## src/hscm_pkg.sv

```systemverilog
// Shared types, codes and sizing constants for the heap/stack cell manager.
// Used by hscm_ctrl, hscm_dp and heap_stack_cell_manager.
package hscm_pkg;

  localparam int MEM_CELLS   = 4096;
  localparam int GUARD_CELLS = 16;
  localparam int CELL_BYTES  = 4;
  localparam int MARGIN_BYTES = GUARD_CELLS * CELL_BYTES;
  localparam int IDX_W       = $clog2(MEM_CELLS);

  typedef enum logic [2:0] {
    CMD_ALLOC   = 3'd0,
    CMD_POP     = 3'd1,
    CMD_RELEASE = 3'd2,
    CMD_PUSH    = 3'd3,
    CMD_READ    = 3'd4,
    CMD_WRITE   = 3'd5,
    CMD_RELOAD  = 3'd6,
    CMD_UNUSED  = 3'd7
  } cmd_t;

  typedef enum logic [1:0] {
    ST_OK        = 2'd0,
    ST_HEAP_LOW  = 2'd1,
    ST_STACK_LOW = 2'd2,
    ST_BAD_ADDR  = 2'd3
  } status_t;

  typedef enum logic [1:0] {
    CFG_HEAP_BASE    = 2'd0,
    CFG_STACK_TOP    = 2'd1,
    CFG_MEMORY_BYTES = 2'd2,
    CFG_NONE         = 2'd3
  } cfg_idx_t;

  // Controller to datapath
  typedef struct packed {
    logic latch;  // capture the command beat
    logic exec;   // checks, pointer updates, memory write or read issue
    logic fin;    // finish a command that needed a cell read
  } dp_ctl_t;

  // Datapath to controller
  typedef struct packed {
    logic need_read;  // command in exec continues after a cell read
  } dp_stat_t;

  // Byte address to cell index: word addressing, wraps onto the store.
  function automatic logic [IDX_W-1:0] cell_idx(input logic [14:0] byte_addr);
    cell_idx = IDX_W'(byte_addr >> 2);
  endfunction

endpackage

```

## src/hscm_ctrl.sv

```systemverilog
// Command sequencer for the heap/stack cell manager.
// Depends on hscm_pkg for the control and status structs.
module hscm_ctrl (
  input  logic               clk,
  input  logic               rst_n,
  input  logic               start,
  output logic               busy,
  output logic               out_valid,
  output hscm_pkg::dp_ctl_t  ctl,
  input  hscm_pkg::dp_stat_t stat
);

  typedef enum logic [2:0] {
    S_IDLE = 3'b001,
    S_EXEC = 3'b010,
    S_FIN  = 3'b100
  } state_t;

  state_t state_r, state_nxt;
  logic   out_valid_r, out_valid_nxt;

  always_comb begin
    state_nxt     = state_r;
    out_valid_nxt = 1'b0;
    ctl           = '0;
    unique case (state_r)
      S_IDLE: begin
        if (start) begin
          ctl.latch = 1'b1;
          state_nxt = S_EXEC;
        end
      end
      S_EXEC: begin
        ctl.exec = 1'b1;
        if (stat.need_read) begin
          state_nxt = S_FIN;
        end else begin
          out_valid_nxt = 1'b1;
          state_nxt     = S_IDLE;
        end
      end
      S_FIN: begin
        ctl.fin       = 1'b1;
        out_valid_nxt = 1'b1;
        state_nxt     = S_IDLE;
      end
      default: begin
        state_nxt = S_IDLE;
      end
    endcase
  end

  always_ff @(posedge clk) begin
    if (!rst_n) begin
      state_r     <= S_IDLE;
      out_valid_r <= 1'b0;
    end else begin
      state_r     <= state_nxt;
      out_valid_r <= out_valid_nxt;
    end
  end

  assign busy      = (state_r != S_IDLE);
  assign out_valid = out_valid_r;

endmodule

```

## config.mk

```make
export PLATFORM = sky130hd
export DESIGN_NAME = hscm_ctrl
export DESIGN_NICKNAME = d
export VERILOG_FILES = /design/src/hscm_pkg.sv /design/src/hscm_ctrl.sv
export SDC_FILE = /design/constraint.sdc
export NUM_CORES = 1
export LEC_CHECK = 0
export BUFFER_PORTS_ARGS = -buffer_cell sky130_fd_sc_hd__buf_2
export CORE_AREA = 2 2 39 41
export DETAILED_ROUTE_END_ITERATION = 10
export DIE_AREA = 0 0 41 43
export SLEW_MARGIN = 25
export SYNTH_ARGS = -nofsm -noshare
export SYNTH_HDL_FRONTEND = slang
export SYNTH_SLANG_ARGS = --single-unit
```

## constraint.sdc

```tcl
create_clock -name clk -period 1.19 [get_ports clk]
set_clock_uncertainty 0.15 [all_clocks]
set_input_delay 0.0595 -clock clk [delete_from_list [all_inputs] [get_ports clk]]
set_output_delay 0.0595 -clock clk [all_outputs]
set_load 0.01 [all_outputs]
```

==> key figures <==
Global route
  – Number of antenna violations at the first check in global routing: 0
  – GR Overflow Total: 0
  – Total track usage: 0.06319
  – Number of global-route vias before repair: 200
  – Pin count of the biggest net entering global routing: 9
  – First-pass GRT wire length: 724 um

Synth
  – Cells taking the most area after synthesis: sky130_fd_sc_hd__dfxtp_1, sky130_fd_sc_hd__nand3b_1, sky130_fd_sc_hd__nand2b_1
  – Main combinational cell family by area after synthesis: simple AND/OR/NAND/NOR gates
  – Post-synthesis instance total: 21
  – Mean post-synth cell area: 8.699 um^2
  – Compound-cell area share of the yosys netlist: 0.09589
  – Net count of the mapped netlist: 25
  – Mapped cell area: 182.7 um^2
  – Sequential share of the synthesized area: 0.4384
  – Synth area leader: sky130_fd_sc_hd__dfxtp_1
  – Adder and majority cell fraction of the synthesized area: 0
  – Parity-gate share of the synthesized area counting xor and xnor cells: 0
  – Yosys top cell area share: 0.4384
  – Synth Register Bits: 4
  – Synth unique cells: 13
  – Warning count from the yosys run: 0
  – Mux cell area share after synthesis: 0
  – Share of synthesized cell area in and, or, nand and nor gates: 0.4041

Setup path
  – Minimum setup slack among reg-to-reg paths: 0.08 ns
  – Kind of end point of the critical path: primary output
  – Number of stages on the worst setup path: 3
  – Path depth of the worst reg2reg path: 2
  – Slowest library cell on the worst path: sky130_fd_sc_hd__dfxtp_4
  – Worst Path Required: 0.98 ns
  – Classification of the worst setup path: reg -> out
  – Buffers & Inverters on Critical Path: 1
  – Worst Setup Start Kind: register
  – Critical path peak fanout: 6
  – Data arrival at the endpoint of the critical path: 0.98 ns
  – Origin of the critical flop-to-flop path: state_r[2]
  – Worst flop-to-flop path endpoint: out_valid
  – Cell-by-cell trace of the critical path: nor2_4 > and3_4 > buf_6
  – Critical path's top delay family: flip-flops
  – Critical path's largest stage delay: 0.37 ns

Drt
  – DR WL met3: 52 um
  – Met2 wire length: 203 um
  – Top Metal Used: met3
  – Routed metal-1 wire length: 189 um
  – DRT Pass-1 Iters: 3
  – Average wire length per cell after detail routing: 8.745 um
  – Post-DRT Antenna Nets: 0
  – Vias/cell: 4.020
  – Remaining routing DRC violations: 0
  – Final wirelength: 446 um
  – Violation count after the first detailed-route iteration: 1
  – Routed via count: 205

CTS
  – Maximum root-to-sink buffer count: 2
  – Latest clock arrival within the worst-skew pair: 0.24 ns
  – Num CTS Buffers: 3
  – Clock tree from TritonCTS: built
  – Clk root buf: sky130_fd_sc_hd__clkbuf_4
  – Clock Sink Count: 4
  – Clock Pin Slew Worst Setup and Hold Paths: 0.04 ns
  – Number of H-tree levels: 1

STA
  – Worst hold margin: -0.01200 ns
  – Maximum frequency from static timing analysis: 842.0 MHz
  – Pins Over Slew Limit: 0
  – Share of the clock period used by the worst path: 0.9981
  – RSZ-0062 raised after global routing: true
  – Accumulated negative setup slack: 0 ns
  – Relative slew slack: 0.8519
  – Slew at the pin closest to its max-slew limit: 0.2201 ns
  – Hold Fails Final Rpt: 1
  – Setup Viol. Count Final: 0
  – Period minus WS final: 1.188 ns

Die
  – Starting density of the core: 0.1320
  – Die X-Extent: 41 um
  – IO Pins: 9
  – Floorplan row count: 14
  – Die span in y: 43 um
  – Core Area: 1384 um^2
  – Die area: 1763 um^2

Hold path
  – Count of cells along the worst hold path: 3
  – HP Start: stat
  – Hold Crit Endpoint: out_valid
  – Class of the tightest hold or removal check: in -> reg

Cells and area
  – Fin nets: 41
  – Fraction of layout instances using a drive strength above 1: 0.5429
  – Final antenna diode count: 0
  – Sequential cell area: 88.84 um^2
  – Multi-input gate area: 116.4 um^2
  – Area grow syn2layout: 83.56%
  – Number of inserted filler cells in the final layout: 155
  – Post-layout instance count excluding filler cells: 51

Place
  – IO buf count: 8
  – Routability congestion estimate: 0.6784
  – Total placed cells including tap cells: 45

Pwr
  – Max VDD drop: 513.6 uV
  – Leakage: 0.1457 nW
  – Power density over the cells: 1103 nW/um^2

Job
  – Max-cap violation count: 0

Outcome
  – Result of the run: complete, but fails checks
  – Failing checks: hold timing
[area by class of cell]
| cell class | count | share of cell area |
|---|---|---|
| Tap cell | 16 | 0.05970 |
| Clock buffer | 3 | 0.06716 |
| Timing Repair Buffer | 11 | 0.2276 |
| Multi-Input combinational cell | 14 | 0.3470 |
| Inverter | 3 | 0.03358 |
| Sequential cell | 4 | 0.2649 |
[registers in the layout (all words and copies together) (netlist names)]
signal and cells:
state_r 3, out_valid 1
[cells by family after synthesis]
| family | count (synthesis) |
|---|---|
| buffers and inverters | 3 |
| AOI/OAI and AO/OA | 2 |
| DFF | 4 |
| and+or+nand+nor | 12 |
[through the flow]
step / setup WS [ns] / utilization / cell area [um^2] / total power, mW / hold WS (ns)
floorplan: 0.1381 / - / 182.7 / 0.1698 / 0.02767
global placement: 0.08686 / 0.1754 / 242.7 / 0.1876 / 0.1624
detailed placement: 0.09215 / 0.1754 / 242.7 / 0.1870 / 0.1616
CTS: 0.002496 / 0.2170 / 300.3 / 0.3626 / -0.006529
global route: -0.04170 / 0.2423 / 335.3 / 0.3855 / 0.009701
finish: 0.002319 / 0.2423 / 335.3 / 0.3700 / -0.01200
[worst max path at each step]
stage | from | end
after floorplan | state_r[1] | out_valid
after global placement | state_r[1] | out_valid
after detailed placement | state_r[1] | out_valid
after CTS | state_r[1] | ctl[0]
after global routing | state_r[1] | ctl[2]
final | state_r[2] | ctl[2]
[what timing repair did]
| item | in CTS | in global routing |
|---|---|---|
| hold endpoints to repair | 4 | 0 |
| hold buffers | 3 | 0 |
| setup endpoints to repair | 3 | 3 |
| pin swaps | 1 | 0 |
| gates resized for setup | 3 | 8 |
| setup buffers | 0 | 0 |
[report_power, final]
part	internal [mW]	total, mW	leakage (nW)	switching, mW
logic	0.0356	0.0571	0.0981	0.0216
clock network	0.113	0.166	0.0138	0.0533
registers	0.138	0.147	0.0338	0.00906
total	0.286	0.370	0.146	0.0839
[worst reg2reg max path: cells and delay by family (launching register included)]
kind | cells | cell delay (ns)
DFF | 1 | 0.37
and+or+nand+nor | 1 | 0.39
AOI/OAI and AO/OA | 1 | 0.13
[Yosys cell counts]
cell type and count:
sky130_fd_sc_hd__nand2b_1 2, sky130_fd_sc_hd__a211o_1 1, sky130_fd_sc_hd__inv_1 3, sky130_fd_sc_hd__nor4_1 1, sky130_fd_sc_hd__a21oi_2 1, sky130_fd_sc_hd__and3_1 1
sky130_fd_sc_hd__dfxtp_1 4, sky130_fd_sc_hd__nand2_1 1, sky130_fd_sc_hd__nor2_1 2, sky130_fd_sc_hd__nand3b_1 2, sky130_fd_sc_hd__nor3_1 1, sky130_fd_sc_hd__or3b_1 1
sky130_fd_sc_hd__and4_1 1
[per-layer routing]
layer / global-route usage / vias up
li1: - / 102
met1: 0.07372 / 92
met2: 0.07813 / 11
met3: 0.06283 / 0
met4: 0.02000 / 0
met5: 0 / -
[cell usage in the layout, fill, tap and decap left out, drive strengths merged]
| cell | netlist | final |
|---|---|---|
| nand2 | 1 | 1 |
| nor2 | 2 | 2 |
| inv | 3 | 3 |
| nor4 | 1 | 1 |
| dlygate4sd3 | 0 | 3 |
| and3 | 1 | 1 |
| clkbuf | 0 | 3 |
| a21oi | 1 | 1 |
| a211o | 1 | 1 |
| nor3 | 1 | 1 |
| buf | 0 | 8 |
| nand3b | 2 | 2 |
| and4 | 1 | 1 |
| dfxtp | 4 | 4 |
| or3b | 1 | 1 |
| nand2b | 2 | 2 |
(Power assumes the default switching activity.)
